===== config.mk =====
export PLATFORM = sky130hd
export DESIGN_NAME = cfw_queue
export DESIGN_NICKNAME = d
export VERILOG_FILES = /design/src/rtl/cfw_pkg.sv /design/src/rtl/cfw_queue.sv
export SDC_FILE = /design/constraint.sdc
export NUM_CORES = 1
export LEC_CHECK = 0
export BUFFER_PORTS_ARGS = -buffer_cell sky130_fd_sc_hd__buf_2
export CORE_MARGIN = 2
export CORE_UTILIZATION = 39
export DETAILED_ROUTE_END_ITERATION = 10
export PLACE_DENSITY = 0.65
export SLEW_MARGIN = 20
export SYNTH_ARGS = -nofsm -noshare
export SYNTH_HDL_FRONTEND = slang
export SYNTH_SLANG_ARGS = --single-unit

===== constraint.sdc =====
create_clock -name clk -period 8.9 [get_ports clk]
set_input_delay 0.89 -clock clk [delete_from_list [all_inputs] [get_ports clk]]
set_output_delay 0.89 -clock clk [all_outputs]
set_load 0.1 [all_outputs]

===== src/rtl/cfw_pkg.sv =====
// Shared types, widths and constants for the cartesian to fractional converter.
`timescale 1ns / 1ps

package cfw_pkg;

    localparam int COORD_W         = 32;  // cartesian input, signed Q16.16
    localparam int FRAC_W          = 32;  // fractional output, signed Q8.24
    localparam int INV_W           = 32;  // reciprocal length, unsigned Q4.28
    localparam int COMP_W          = 21;  // reciprocal vector component, signed Q1.20
    localparam int ROW_W           = 3 * COMP_W;
    localparam int LANES           = 3;
    localparam int CFG_IDX_W       = 3;
    localparam int CFG_DATA_W      = 64;
    localparam int QUEUE_DEPTH_DEF = 2;

    // 1/sqrt3 and 2/sqrt3 in unsigned Q2.30, held as positive signed words
    localparam logic signed [COORD_W-1:0] K_INV_SQRT3 = 32'sd619925131;
    localparam logic signed [COORD_W-1:0] K_TWO_SQRT3 = 32'sd1239850262;

    localparam int FRAC_LOG2 = 24;  // 1.0 in Q8.24
    localparam int CAP_LOG2  = 40;  // magnitude limit of a scaled product

    typedef enum logic [1:0] {
        MODE_HEX     = 2'd0,
        MODE_CUBIC   = 2'd1,
        MODE_ORTHO   = 2'd2,
        MODE_GENERAL = 2'd3
    } mode_t;

    typedef enum logic [CFG_IDX_W-1:0] {
        REG_LATTICE_MODE = 3'd0,
        REG_INV_LEN_A    = 3'd1,
        REG_INV_LEN_B    = 3'd2,
        REG_INV_LEN_C    = 3'd3,
        REG_RECIP_ROW_X  = 3'd4,
        REG_RECIP_ROW_Y  = 3'd5,
        REG_RECIP_ROW_Z  = 3'd6
    } cfg_idx_t;

    typedef struct packed {
        mode_t              lattice_mode;
        logic [INV_W-1:0]   inv_len_a;
        logic [INV_W-1:0]   inv_len_b;
        logic [INV_W-1:0]   inv_len_c;
        logic [ROW_W-1:0]   recip_row_x;
        logic [ROW_W-1:0]   recip_row_y;
        logic [ROW_W-1:0]   recip_row_z;
    } cfg_t;

    // One classified position: coordinates, mode and the reciprocal per lane
    typedef struct packed {
        logic [COORD_W-1:0]            x;
        logic [COORD_W-1:0]            y;
        logic [COORD_W-1:0]            z;
        mode_t                         mode;
        logic [LANES-1:0][INV_W-1:0]   inv;
    } work_t;

endpackage


===== src/rtl/cfw_queue.sv =====
// Short FIFO that decouples the front end from the arithmetic pipeline.
`timescale 1ns / 1ps

module cfw_queue #(
    parameter int DEPTH = cfw_pkg::QUEUE_DEPTH_DEF
) (
    input  logic             clk,
    input  logic             rst_n,
    input  logic             push_valid,
    output logic             push_ready,
    input  cfw_pkg::work_t   push_data,
    output logic             pop_valid,
    input  logic             pop_ready,
    output cfw_pkg::work_t   pop_data
);
    import cfw_pkg::*;

    localparam int PTR_W = (DEPTH > 1) ? $clog2(DEPTH) : 1;
    localparam int CNT_W = $clog2(DEPTH + 1);

    work_t             entry_reg [DEPTH];
    logic [PTR_W-1:0]  wr_ptr_reg;
    logic [PTR_W-1:0]  rd_ptr_reg;
    logic [CNT_W-1:0]  count_reg;
    logic              do_push;
    logic              do_pop;

    assign push_ready = (count_reg != CNT_W'(DEPTH));
    assign pop_valid  = (count_reg != '0);
    assign pop_data   = entry_reg[rd_ptr_reg];
    assign do_push    = push_valid && push_ready;
    assign do_pop     = pop_valid && pop_ready;

    always_ff @(posedge clk or negedge rst_n)
    begin
        if (!rst_n)
        begin
            wr_ptr_reg <= '0;
            rd_ptr_reg <= '0;
            count_reg  <= '0;
        end
        else
        begin
            if (do_push)
            begin
                wr_ptr_reg <= (wr_ptr_reg == PTR_W'(DEPTH - 1)) ? '0 : wr_ptr_reg + 1'b1;
            end
            if (do_pop)
            begin
                rd_ptr_reg <= (rd_ptr_reg == PTR_W'(DEPTH - 1)) ? '0 : rd_ptr_reg + 1'b1;
            end
            if (do_push && !do_pop)
            begin
                count_reg <= count_reg + 1'b1;
            end
            else if (do_pop && !do_push)
            begin
                count_reg <= count_reg - 1'b1;
            end
        end
    end

    always_ff @(posedge clk)
    begin
        if (do_push)
        begin
            entry_reg[wr_ptr_reg] <= push_data;
        end
    end

    a_count_bound: assert property (@(posedge clk) disable iff (!rst_n)
        count_reg <= CNT_W'(DEPTH))
        else $error("queue fill count above depth");

    a_count_grow: assert property (@(posedge clk) disable iff (!rst_n)
        (do_push && !do_pop) |=> (count_reg == $past(count_reg) + 1'b1))
        else $error("queue count lost a push");

endmodule


==> metrics <==
outcome=complete, no violations; grt met2 use=0.2539; Worst Path Max Fanout=slightly below 60; Setup Buffers After CTS=0; Reg2Reg Depth=5; Starting DRT DRC Count=around 230; post_cts resized=0; Slew Viols, Final=0; Non-Filler Instances=between 1500 and 2000; register area share after synthesis=0.7932; commonest non-fill, non-tap cell in the layout=buf_2; gr usage total=0.1475; final hold slack=about 0.15 ns; Die Wd=about 200 um; R2R Setup Slk=between 6 and 7 ns; Yosys warning count=0; CORE AREA=approximately 38000 sq um; iteration count of the initial detailed-routing pass=4; Die H=198.9 um; layout cells sized above 1=0.6095; final hold violations=0; routed wire length=roughly 30000 um; routed length per instance=around 19 um; worst skew pair latency=0.54 ns; Reg-to-Reg Start=count_reg[0]; Initial Utilization=0.3943; CTS Buffer Depth=3; io pins=slightly below 400; M3 GR Usage=0.04832; max frequency=between 200 and 250 MHz; Least-Margin Pin Slew=~1.1 ns; type of origin of the critical path=flop; FP Rows=71; CTS tree=done; global routing met1 resource utilization=0.1606; total grt overflow=0; MaxCap Viol Count=0; HP Class=input port to async pin; Syn Nets=around 820; Reg clk slew, reported paths=0.06 ns; cells after synthesis=622; required time of the critical path=8.01 ns; CP endpoint kind=output port; DR vias=about 7300; RSZ-0062 raised after global routing=false; Tmin final=around 4.1 ns; FF-to-FF End=entry_reg[0][70]; cell area after layout=about 19000 sq um; worst setup path end=pop_data[18]; Final TNS setup=0 ns; CP arrival=~3.2 ns; CTS Root Cell=clkbuf_16; Distinct cells, synth=15; DR vias/cell=approximately 4.6; DP Area=17290 sq um; first-pass GRT wire length=~43000 um; synthesized flop and latch total=roughly 390; Rel. slew slack=0.2941; vias in the first global route=roughly 7600; Nets=1244; Worst Skew=around 0.018 ns; Mapped Avg Cell Area=23.82 sq um; Final setup viols=0; max reg flops=slightly below 400; worst setup path startpoint=rd_ptr_reg; most frequent cells in the layout=393 x buf_2, 388 x edfxtp_1, 150 x mux2_4; initial antenna violation count=11; cts-stage hold buffer count=0; Fillers=3164; largest net degree at the start of global routing=96; Antenna Violating Nets Remaining=0; GPL Wtd Cong=between 0.8 and 0.9; clk sinks=392; Mapped Area=approximately 15000 sq um; Syn-to-layout area delta=25.93%; fin crit share=0.4567; Synth area leader=edfxtp_1; DP HPWL=roughly 21000 um; CTS Buf Count=42; most used routing layer=met2; synth top area cells=edfxtp_1 79%, mux2_4 15%, mux2_2 3.3%; H-Tree Depth=2; DIE AREA=about 40000 sq um; port bufs=roughly 400; # DRC=0; top-area cell type share of the netlist area=0.7864; WS Path Type=flop to output port; Cells after DPL=about 1500
==> metal layers <==
metal | share of wire | vias up
met2 | 0.53 | 268
met4 | 0.033 | 8
met5 | 0.0016 | -
li1 | - | 3346
met1 | 0.36 | 3596
met3 | 0.080 | 69
==> worst min-delay path by stage <==
stage / to / cells past startpoint
2_1_floorplan: count_reg[1] / 1
3_3_place_gp: count_reg[1] / 1
3_5_place_dp: count_reg[1] / 1
4_1_cts: rd_ptr_reg / 1
5_1_grt: rd_ptr_reg / 1
6_report: rd_ptr_reg / 1
==> cells in the mapped netlist <==
master and instances:
and3_1 1, buf_2 4, buf_6 18, dfrtp_1 4, edfxtp_1 388, ha_1 1, inv_1 1, mux2_2 44
mux2_4 150, nand2_1 2, nand2b_1 1, nor2_1 2, or2_2 1, xnor2_1 3, xor2_1 2
==> stage by stage <==
stage,setup slack [ns],utilization
after floorplan,1.893,-
after global placement,5.447,0.4601
after detailed placement,5.415,0.4601
after CTS,4.794,0.4958
after global routing,4.678,0.4962
final,4.835,0.4965
==> worst max-delay path, stage by stage, from the launching register on <==
cell and delay [ns]:
dfrtp_4 0.89, buf_4 0.88, mux2_4 0.30, buf_2 0.42
==> cell families (layout without fill, tap and decap cells) <==
family,after synthesis,count (layout),share of synthesized area
buffers and inverters,23,479,0.01529
other,0,10,0
and+or+nand+nor,7,7,0.002281
DFF,392,392,0.7932
adders and majority gates,1,1,0.0008444
xor gates and xnor gates,5,5,0.002956
muxes,194,194,0.1855
==> layout make-up <==
class | count | area (sq um) | share of cell area
Multi-Input combinational cell | 207 | 2850 | 0.1528
Sequential cell | 392 | 11760 | 0.6301
Clock inverter | 27 | 198.9 | 0.01066
Clock buffer | 50 | 1145 | 0.06136
Tap cell | 511 | 639.4 | 0.03427
Antenna cell | 10 | 25.02 | 0.001341
Inverter | 1 | 3.754 | 0.0002012
Timing Repair Buffer | 401 | 2039 | 0.1093
Power is not shown: default switching activity piles up to over one toggle a cycle in this logic, so the estimate is an artifact.
