--- config.mk ---
export PLATFORM = sky130hd
export DESIGN_NAME = cfw_front_flat
export DESIGN_NICKNAME = d
export VERILOG_FILES = /design/src/rtl/cfw_pkg.sv /design/src/rtl/cfw_if.sv /design/src/rtl/cfw_front.sv /design/src/flat_wrapper.sv
export SDC_FILE = /design/constraint.sdc
export NUM_CORES = 1
export LEC_CHECK = 0
export ABC_AREA = 1
export BUFFER_PORTS_ARGS = -buffer_cell sky130_fd_sc_hd__buf_2
export CORE_AREA = 4 4 225 227
export DETAILED_ROUTE_END_ITERATION = 6
export DIE_AREA = 0 0 229 231
export PLACE_DENSITY_LB_ADDON = 0.1
export SETUP_SLACK_MARGIN = 0.3
export SLEW_MARGIN = 20
export SYNTH_ARGS = -nofsm -noshare
export SYNTH_HDL_FRONTEND = slang
export SYNTH_SLANG_ARGS = --single-unit
--- constraint.sdc ---
create_clock -name clk -period 14.9 [get_ports clk]
set_input_delay 1.49 -clock clk [delete_from_list [all_inputs] [get_ports clk]]
set_output_delay 1.49 -clock clk [all_outputs]
set_load 0.02 [all_outputs]
--- src/rtl/cfw_pkg.sv ---
// Shared types, widths and constants for the cartesian to fractional converter.
`timescale 1ns / 1ps

package cfw_pkg;

    localparam int COORD_W         = 32;  // cartesian input, signed Q16.16
    localparam int FRAC_W          = 32;  // fractional output, signed Q8.24
    localparam int INV_W           = 32;  // reciprocal length, unsigned Q4.28
    localparam int COMP_W          = 21;  // reciprocal vector component, signed Q1.20
    localparam int ROW_W           = 3 * COMP_W;
    localparam int LANES           = 3;
    localparam int CFG_IDX_W       = 3;
    localparam int CFG_DATA_W      = 64;
    localparam int QUEUE_DEPTH_DEF = 2;

    // 1/sqrt3 and 2/sqrt3 in unsigned Q2.30, held as positive signed words
    localparam logic signed [COORD_W-1:0] K_INV_SQRT3 = 32'sd619925131;
    localparam logic signed [COORD_W-1:0] K_TWO_SQRT3 = 32'sd1239850262;

    localparam int FRAC_LOG2 = 24;  // 1.0 in Q8.24
    localparam int CAP_LOG2  = 40;  // magnitude limit of a scaled product

    typedef enum logic [1:0] {
        MODE_HEX     = 2'd0,
        MODE_CUBIC   = 2'd1,
        MODE_ORTHO   = 2'd2,
        MODE_GENERAL = 2'd3
    } mode_t;

    typedef enum logic [CFG_IDX_W-1:0] {
        REG_LATTICE_MODE = 3'd0,
        REG_INV_LEN_A    = 3'd1,
        REG_INV_LEN_B    = 3'd2,
        REG_INV_LEN_C    = 3'd3,
        REG_RECIP_ROW_X  = 3'd4,
        REG_RECIP_ROW_Y  = 3'd5,
        REG_RECIP_ROW_Z  = 3'd6
    } cfg_idx_t;

    typedef struct packed {
        mode_t              lattice_mode;
        logic [INV_W-1:0]   inv_len_a;
        logic [INV_W-1:0]   inv_len_b;
        logic [INV_W-1:0]   inv_len_c;
        logic [ROW_W-1:0]   recip_row_x;
        logic [ROW_W-1:0]   recip_row_y;
        logic [ROW_W-1:0]   recip_row_z;
    } cfg_t;

    // One classified position: coordinates, mode and the reciprocal per lane
    typedef struct packed {
        logic [COORD_W-1:0]            x;
        logic [COORD_W-1:0]            y;
        logic [COORD_W-1:0]            z;
        mode_t                         mode;
        logic [LANES-1:0][INV_W-1:0]   inv;
    } work_t;

endpackage

--- src/rtl/cfw_if.sv ---
// Stream and configuration interfaces of the converter.
`timescale 1ns / 1ps

interface cfw_cart_if;
    logic                          valid;
    logic                          ready;
    logic signed [cfw_pkg::COORD_W-1:0] cart_x;
    logic signed [cfw_pkg::COORD_W-1:0] cart_y;
    logic signed [cfw_pkg::COORD_W-1:0] cart_z;

    modport source (output valid, output cart_x, output cart_y, output cart_z, input ready);
    modport sink   (input valid, input cart_x, input cart_y, input cart_z, output ready);
endinterface


--- src/rtl/cfw_front.sv ---
// Front end: accepts positions and tags each with its mode and per-lane reciprocal.
`timescale 1ns / 1ps

module cfw_front (
    input  logic             clk,
    input  logic             rst_n,
    cfw_cart_if.sink         cart,
    input  cfw_pkg::cfg_t    cfg,
    output logic             out_valid,
    input  logic             out_ready,
    output cfw_pkg::work_t   out_data
);
    import cfw_pkg::*;

    logic  valid_reg;
    work_t work_reg;
    work_t work_next;

    always_comb
    begin
        work_next.x    = cart.cart_x;
        work_next.y    = cart.cart_y;
        work_next.z    = cart.cart_z;
        work_next.mode = cfg.lattice_mode;
        unique case (cfg.lattice_mode)
            MODE_HEX:
            begin
                work_next.inv[0] = cfg.inv_len_a;
                work_next.inv[1] = cfg.inv_len_a;
                work_next.inv[2] = cfg.inv_len_c;
            end
            MODE_CUBIC:
            begin
                work_next.inv[0] = cfg.inv_len_a;
                work_next.inv[1] = cfg.inv_len_a;
                work_next.inv[2] = cfg.inv_len_a;
            end
            MODE_ORTHO:
            begin
                work_next.inv[0] = cfg.inv_len_a;
                work_next.inv[1] = cfg.inv_len_b;
                work_next.inv[2] = cfg.inv_len_c;
            end
            default:
            begin
                // general matrix mode does not scale by lengths
                work_next.inv = '0;
            end
        endcase
    end

    assign cart.ready = !valid_reg || out_ready;

    always_ff @(posedge clk or negedge rst_n)
    begin
        if (!rst_n)
        begin
            valid_reg <= 1'b0;
        end
        else if (cart.ready)
        begin
            valid_reg <= cart.valid;
        end
    end

    always_ff @(posedge clk)
    begin
        if (cart.ready && cart.valid)
        begin
            work_reg <= work_next;
        end
    end

    assign out_valid = valid_reg;
    assign out_data  = work_reg;

endmodule

--- src/flat_wrapper.sv ---
// flat-port wrapper written by rule: the top's interface ports become plain ports
module cfw_front_flat import cfw_pkg::*;
  (clk, rst_n, cfg, out_valid, out_ready, out_data, cart_valid, cart_cart_x, cart_cart_y, cart_cart_z, cart_ready);
  cfw_cart_if cart_i ();
  input  logic clk;
  input  logic rst_n;
  input  cfw_pkg::cfg_t cfg;
  output logic out_valid;
  input  logic out_ready;
  output cfw_pkg::work_t out_data;
  input wire logic [$bits(cart_i.valid)-1:0] cart_valid;
  input wire logic [$bits(cart_i.cart_x)-1:0] cart_cart_x;
  input wire logic [$bits(cart_i.cart_y)-1:0] cart_cart_y;
  input wire logic [$bits(cart_i.cart_z)-1:0] cart_cart_z;
  output wire logic [$bits(cart_i.ready)-1:0] cart_ready;
  assign cart_i.valid = cart_valid;
  assign cart_i.cart_x = cart_cart_x;
  assign cart_i.cart_y = cart_cart_y;
  assign cart_i.cart_z = cart_cart_z;
  assign cart_ready = cart_i.ready;
  cfw_front u_core (.clk(clk), .rst_n(rst_n), .cart(cart_i), .cfg(cfg), .out_valid(out_valid), .out_ready(out_ready), .out_data(out_data));
endmodule
==> results of run 1 <==
[worst max-delay path by stage]
stage,startpoint,endpoint,slack [ns]
after floorplan,cart_valid,u_core.out_data[0],3.24
after CTS,out_ready,cart_ready,11.48
after global routing,out_ready,cart_ready,11.47
final,out_ready,cart_ready,11.48
after global placement,out_ready,u_core.out_data[89],11.30
after detailed placement,out_ready,u_core.out_data[49],11.31
[per-stage QoR]
stage,total power (uW),instances
5_1_grt,1360,1512
6_report,1300,1512
2_1_floorplan,758,483
3_3_place_gp,828,1480
3_5_place_dp,828,1480
4_1_cts,1330,1512
[metal layers]
metal,global-route usage [%],vias to the layer above,part of all wire [%]
met3,7.34,34,15
li1,-,2462,-
met4,3.14,16,1.4
met1,12.9,2433,43
met2,14.8,308,40
met5,0,-,0.38
[Yosys cell counts (all sizes together)]
cell | count | area (um2)
a21oi | 1 | 5.00
buf | 23 | 238
dfrtp | 1 | 25.0
edfxtp | 194 | 5830
inv | 37 | 159
nand2 | 131 | 499
nand3 | 64 | 360
nor2 | 32 | 165
[registers in the layout (all words and copies together), names as in the netlist]
signal            cells
u_core.out_data     194
u_core.out_valid      1
[placed cells by master, fill, tap and decap left out, drive strengths merged]
| master | n |
|---|---|
| inv | 46 |
| clkinv | 2 |
| a21oi | 1 |
| edfxtp | 194 |
| clkbuf | 18 |
| buf | 398 |
| nand2 | 131 |
| clkinvlp | 1 |
| nand3 | 64 |
| dfrtp | 1 |
| nor2 | 32 |
| bufinv | 2 |
[cell type report]
type	instances	area, um2
clock buffers	18	429
clock inverters	14	161
fillers	5317	38200
inverters	37	159
multi-input cells	228	1040
flip-flops and latches	195	5850
well taps	622	778
repair buffers	398	2000
[report_power, final]
group / leakage [uW] / switching, uW / internal (uW)
logic: 0.00241 / 109 / 48.8
clock network: 0.000291 / 239 / 253
registers: 0.00188 / 7.87 / 644
total: 0.00458 / 356 / 945
[cell families (layout without fill, tap and decap cells)]
logic type | after synthesis | in the layout | share of synthesized area (%)
simple gates | 227 | 227 | 14.1
compound gates | 1 | 1 | 0.0687
buf+inv | 60 | 467 | 5.45
flops | 195 | 195 | 80.4
[worst min-delay path: cells and delay by family (launching register included)]
family        cells  cell delay (ns)
flops             1             0.42
simple gates      2             0.15
==> impl_results.md, run 1 <==
* Crit-path leading delay family: buffers and inverters
* Drc violations at 0
* Post-CTS setup buffer count at 0
* Clk_lat worst skew at 0.48 ns
* Initial core utilization at 15.0%
* Leak pwr at 0.00458 uW
* Fin crit period at 3.42 ns
* Largest net degree at the start of global routing at 65
* Num CTS Buffers at 17
* Reg2Reg Depth at 3
* Avg Inst Size Synth at 15.1 um2
* Status: completed
* Area grow syn2layout at 43.2%
* Clk buf depth at 2
* Total gr overflow at 0
* Hold Path End: u_core.out_valid
* CP startpoint kind: input pin
* DP Area at 9830 um2
* Top cell by count, worst path: buf_2
* Crit. End Element: output pin
* Clock transition at path regs at 0.08 ns
* PwrDens at 125 nW/um2
* Final core utilization at 21.4%
* Levels on crit path at 4
* Register area share after synthesis at 80.4%
* H-tree depth at 4
* Crit-path cells: buf_2, inv_1, nand2_1, buf_2
* R2r setup slk at 12.55 ns
* Synth warn at 0
* Hold Fails Final Rpt at 0
* # resized after CTS at 0
* CP Buf/Inv Count at 3
* Post-synth design cell area at 7280 um2
* RSZ-0062 raised after global routing: no
* Post-CTS Hold Buffers at 0
* Rel. slew slack at 31.3%
* Clock skew at 0.0174 ns
* Worst EP arrival at 1.93 ns
* Antenna-violating nets left at 0
* Tcrit/Tclk final at 22.9%
* Setup_tns at 0 ns
* CTS Sinks at 195
* Row Count at 81
* DRT Pass-1 Iters at 4
* Share of cells above drive strength 1 at 50.8%
* HP Class: flip-flop to flip-flop
* Detailed Route WL at 28,300 um
* Vias in the first global route at 5,540
* Crit path largest cell delay at 0.17 ns
* WP data required at 13.41 ns
* GPL Wtd Cong at 0.711
* Fin Hold WS at 0.604 ns
* Hold path depth at 2
* Die Footprint at 52,900 um2
* # IOs at 583
* Layout Nets at 1,264
* Synth cell types at 16
* Vias per cell at 3.47
* Post-layout instance area at 10,400 um2
* Max Fanout on Critical Path at 2
* Vias at 5,253
* Setup ws final at 11.48 ns
* HPWL after detailed placement at 20,700 um
* Number of port buffers at 393
* Die extent in x at 229 um
* Ant. Diodes at 0
* CTS root buffer: clkbuf_16
* First-pass GRT wire length at 39,800 um
* Core area at 48,600 um2
* Final setup viols at 0
* Peak VDD IR at 0.0000617 V
* Avg WL per Cell at 18.7 um
* MaxCap Viol Count at 0
* CP Class: input pin to output pin
* DR iter-0 viols at 245
* Post-Syn Instances at 483
* R2r endpoint: u_core.out_data[21]
* Synth Register Bits at 195
* Slew at the pin closest to its max-slew limit at 1.03 ns
* TritonCTS clock tree: built
* Dpl ws at 11.31 ns
* Initial antenna violation count at 9
* Worst R2R Start: u_core.out_valid
* GRT Overall Usage at 10.5%
* Fin. max-slew vios at 0
* CP max-delay cell: buf_2
* Hold path start: u_core.out_valid
* Max frequency at 0.293 GHz
* Mapped Nets at 870
* Die span in y at 231 um
Note: power is estimated with default switching activity, not from simulation.
==> inputs of run 2 (changes only) <==
ABC_AREA = 0   (was 1)
CORE_AREA = 4 4 227 229   (was 4 4 225 227)
DIE_AREA = 0 0 231 233   (was 0 0 229 231)
clock period = 3.5 ns   (was 14.9 ns; I/O delays follow)
==> impl_results.md, run 2 <==
* Row Count at 82 (+1.2%)
* # resized after CTS at 0 (unchanged)
* Clk pwr share at 38.0% (+0.2 points)
* Sequential Power Share at 48.8% (-1.3 points)
* # IOs at 583 (unchanged)
* Die span in y at 233 um (+0.87%)
* R2r endpoint: u_core.out_data[69]
* Hold Path End: u_core.out_data[115]
* Die Footprint at 53,800 um2 (+1.7%)
* Critical Path Start: u_core.out_valid
* Initial antenna violation count at 8 (-1)
* Synth cell types at 15 (-1)
* Share of cells above drive strength 1 at 55.0% (+4.2 points)
* Crit path largest cell delay at 0.58 ns (+0.41 ns)
* Clock transition at path regs at 0.08 ns (about the same)
* Synth top area share at 83.3% (+3.3 points)
* Sw power at 1540 uW (+330%)
* Dpl ws at 1.24 ns (-10.07 ns)
* Setup ws final at 1.63 ns (-9.86 ns)
* DP Area at 9810 um2 (-0.27%)
* CP max-delay cell: and2_4
* Top-count cell post-synth: edfxtp_1
* Rel. slew slack at 41.0% (+9.7 points)
* Top area cells in the synthesized netlist: edfxtp_1, mux2_2, a21o_1
* H-tree depth at 4 (unchanged)
* Fin. max-slew vios at 0 (unchanged)
* Post-layout instance area at 11,300 um2 (+8.8%)
* Avg WL per Cell at 18.9 um (+0.86%)
* Slew at the pin closest to its max-slew limit at 0.882 ns (-0.148 ns)
* Max frequency at 0.534 GHz
* Commonest non-fill, non-tap cell in the layout: buf_2
* Final setup viols at 0 (unchanged)
* GPL Wtd Cong at 0.678 (-4.6%)
* CP Class: flip-flop to flip-flop
* TritonCTS clock tree: built
* RSZ-0062 raised after global routing: no
* Crit-path cells: nand2b_1, and2_4, buf_12
* Switching part of the total at 27.2% (-0.18 points)
* First-pass GRT wire length at 39,000 um (-2.0%)
* Vias per cell at 3.25 (-6.6%)
* Peak VDD IR at 0.000256 V (+310%)
* Core area at 49,700 um2 (+2.1%)
* Worst R2R Start: u_core.out_valid
* Mapped Nets at 729 (-16%)
* Vias in the first global route at 5,372 (-3.0%)
* CTS root buffer: clkbuf_16
* Number of port buffers at 393 (unchanged)
* Crit. End Element: flip-flop
* WP data required at 3.65 ns (-9.76 ns)
* GRT Overall Usage at 10.5% (about the same)
* DRT Pass-1 Iters at 4 (unchanged)
* Layout Nets at 1,227 (-2.9%)
* Combinational Power Share at 13.2% (+1.1 points)
* MaxCap Viol Count at 0 (unchanged)
* HPWL after detailed placement at 21,000 um (+1.2%)
* Largest net degree at the start of global routing at 55 (-15%)
* Post-synth design cell area at 6990 um2 (-3.9%)
* CTS Sinks at 195 (unchanged)
* Post-synth EDFFs at 194 (unchanged)
* Register area share after synthesis at 83.7% (+3.3 points)
* Die extent in x at 231 um (+0.87%)
* Clk_lat worst skew at 0.49 ns (about the same)
* Hold Fails Final Rpt at 0 (unchanged)
* Tcrit/Tclk final at 53.5%
* Hold path depth at 1 (-1)
* Post-Syn Instances at 342 (-29%)
* Synth Register Bits at 195 (unchanged)
* Avg Inst Size Synth at 20.4 um2 (+36%)
* Leak pwr at 0.00475 uW (+3.8%)
* Status: completed
* Yosys top cell by area: edfxtp_1
* Ys async rst share at 0.513% (unchanged)
* Max reg flops at 194 (unchanged)
* Vias at 4,957 (-5.6%)
* Commonest non-fill, non-tap cells in the layout: buf_2, edfxtp_1, dlygate4sd3_1
* Clk buf depth at 2 (unchanged)
* Antenna-violating nets left at 0 (unchanged)
* Reg2Reg Depth at 3 (unchanged)
* Total gr overflow at 0 (unchanged)
* Setup_tns at 0 ns (unchanged)
* Initial core utilization at 14.1% (-0.88 points)
* Fin crit period at 1.87 ns
* Internal Dissipation at 4140 uW (+340%)
* Num CTS Buffers at 17 (unchanged)
* Post-synth top cells: edfxtp_1, and2_1, a21o_1, mux2_2, nor2b_1
* Worst EP arrival at 2.02 ns (+0.09 ns)
* Top_reg_cell synth: edfxtp_1
* R2r setup slk at 1.63 ns (-10.92 ns)
* Area grow syn2layout at 62.2%
* Total power at 5680 uW (+340%)
* Hold path start: cart_cart_z[17]
* PwrDens at 501 nW/um2 (+300%)
* CP startpoint kind: flip-flop
* DR iter-0 viols at 168 (-31%)
* HP Class: input pin to flip-flop
* Drc violations at 0 (unchanged)
* Max Fanout on Critical Path at 54 (+52)
* Clock skew at 0.0105 ns (-0.00690 ns)
* Synth warn at 0 (unchanged)
* Fin Hold WS at 0.0657 ns (-0.538 ns)
* Detailed Route WL at 28,900 um (+1.9%)
-- run 2: changes by cell type after synthesis, moves of 4 or more --
cell and change:
nand3_2 -8, mux2_2 +32, and2_1 +33, buf_6 -10, nand2_1 -129, nor2_2 -6, nor2_1 -22, nor2_4 -4
nand3_1 -56, a21o_1 +32, buf_4 -5, nor2b_1 +31, inv_1 -34
-- run 2: timing repair --
item                                   in CTS  in global routing
endpoints found under the hold margin      91                  0
buffers inserted                            0                  0
hold buffers                               91                  0
-- run 2: how the worst max path moves through the flow --
stage                           to  slack [ns]  cells past startpoint
2_1_floorplan   u_core.out_data[0]        0.95                      2
3_3_place_gp   u_core.out_data[27]        1.24                      3
3_5_place_dp   u_core.out_data[27]        1.24                      3
4_1_cts        u_core.out_data[69]        1.58                      3
5_1_grt        u_core.out_data[69]        1.51                      3
6_report       u_core.out_data[69]        1.63                      3
-- run 2: area by class of cell --
cell class              count  area [um2]
fillers                  5372       38300
flip-flops and latches    195        5850
repair buffers            493        2980
multi-input cells         133        1040
well taps                 672         841
clock buffers              17         425
clock inverters            15         190
diodes                      2        5.00
-- run 2: stage by stage --
| stage | instances | utilization, % |
|---|---|---|
| CTS | 1525 | 22.8 |
| detailed placement | 1402 | 19.7 |
| finish | 1527 | 22.8 |
| global route | 1525 | 22.8 |
| floorplan | 342 | - |
| global placement | 1402 | 19.7 |
-- run 2: metal layers --
metal  up-vias  global-route usage [%]  wire length (um)
met5         -                       0                61
met3        35                    6.89              3810
li1       2292                       -                 -
met2       255                    15.9             12900
met4         8                    3.93               522
met1      2367                    11.9             11600
-- run 2: cells by family (layout without fill, tap and decap cells) --
kind of cell / count (synthesis) / after routing / synth area share, %
DFF: 195 / 195 / 83.7
and+or+nand+nor: 69 / 69 / 6.19
AOI/OAI and AO/OA: 32 / 32 / 3.44
muxes: 32 / 32 / 5.15
buffers and inverters: 14 / 525 / 1.52
other: 0 / 2 / 0
-- run 2: critical path: cells and delay by family (launching register included) --
family | cells | cell delay, ns
DFF | 1 | 0.37
buffers and inverters | 1 | 0.35
and+or+nand+nor | 2 | 0.72
-- run 2: power by group through the flow --
stage	registers [uW]	clock network, uW	logic, uW
6_report	2770	2160	752
5_1_grt	2780	2390	814
4_1_cts	2770	2300	777
3_5_place_dp	2820	0	691
3_3_place_gp	2820	0	696
2_1_floorplan	3010	0	151
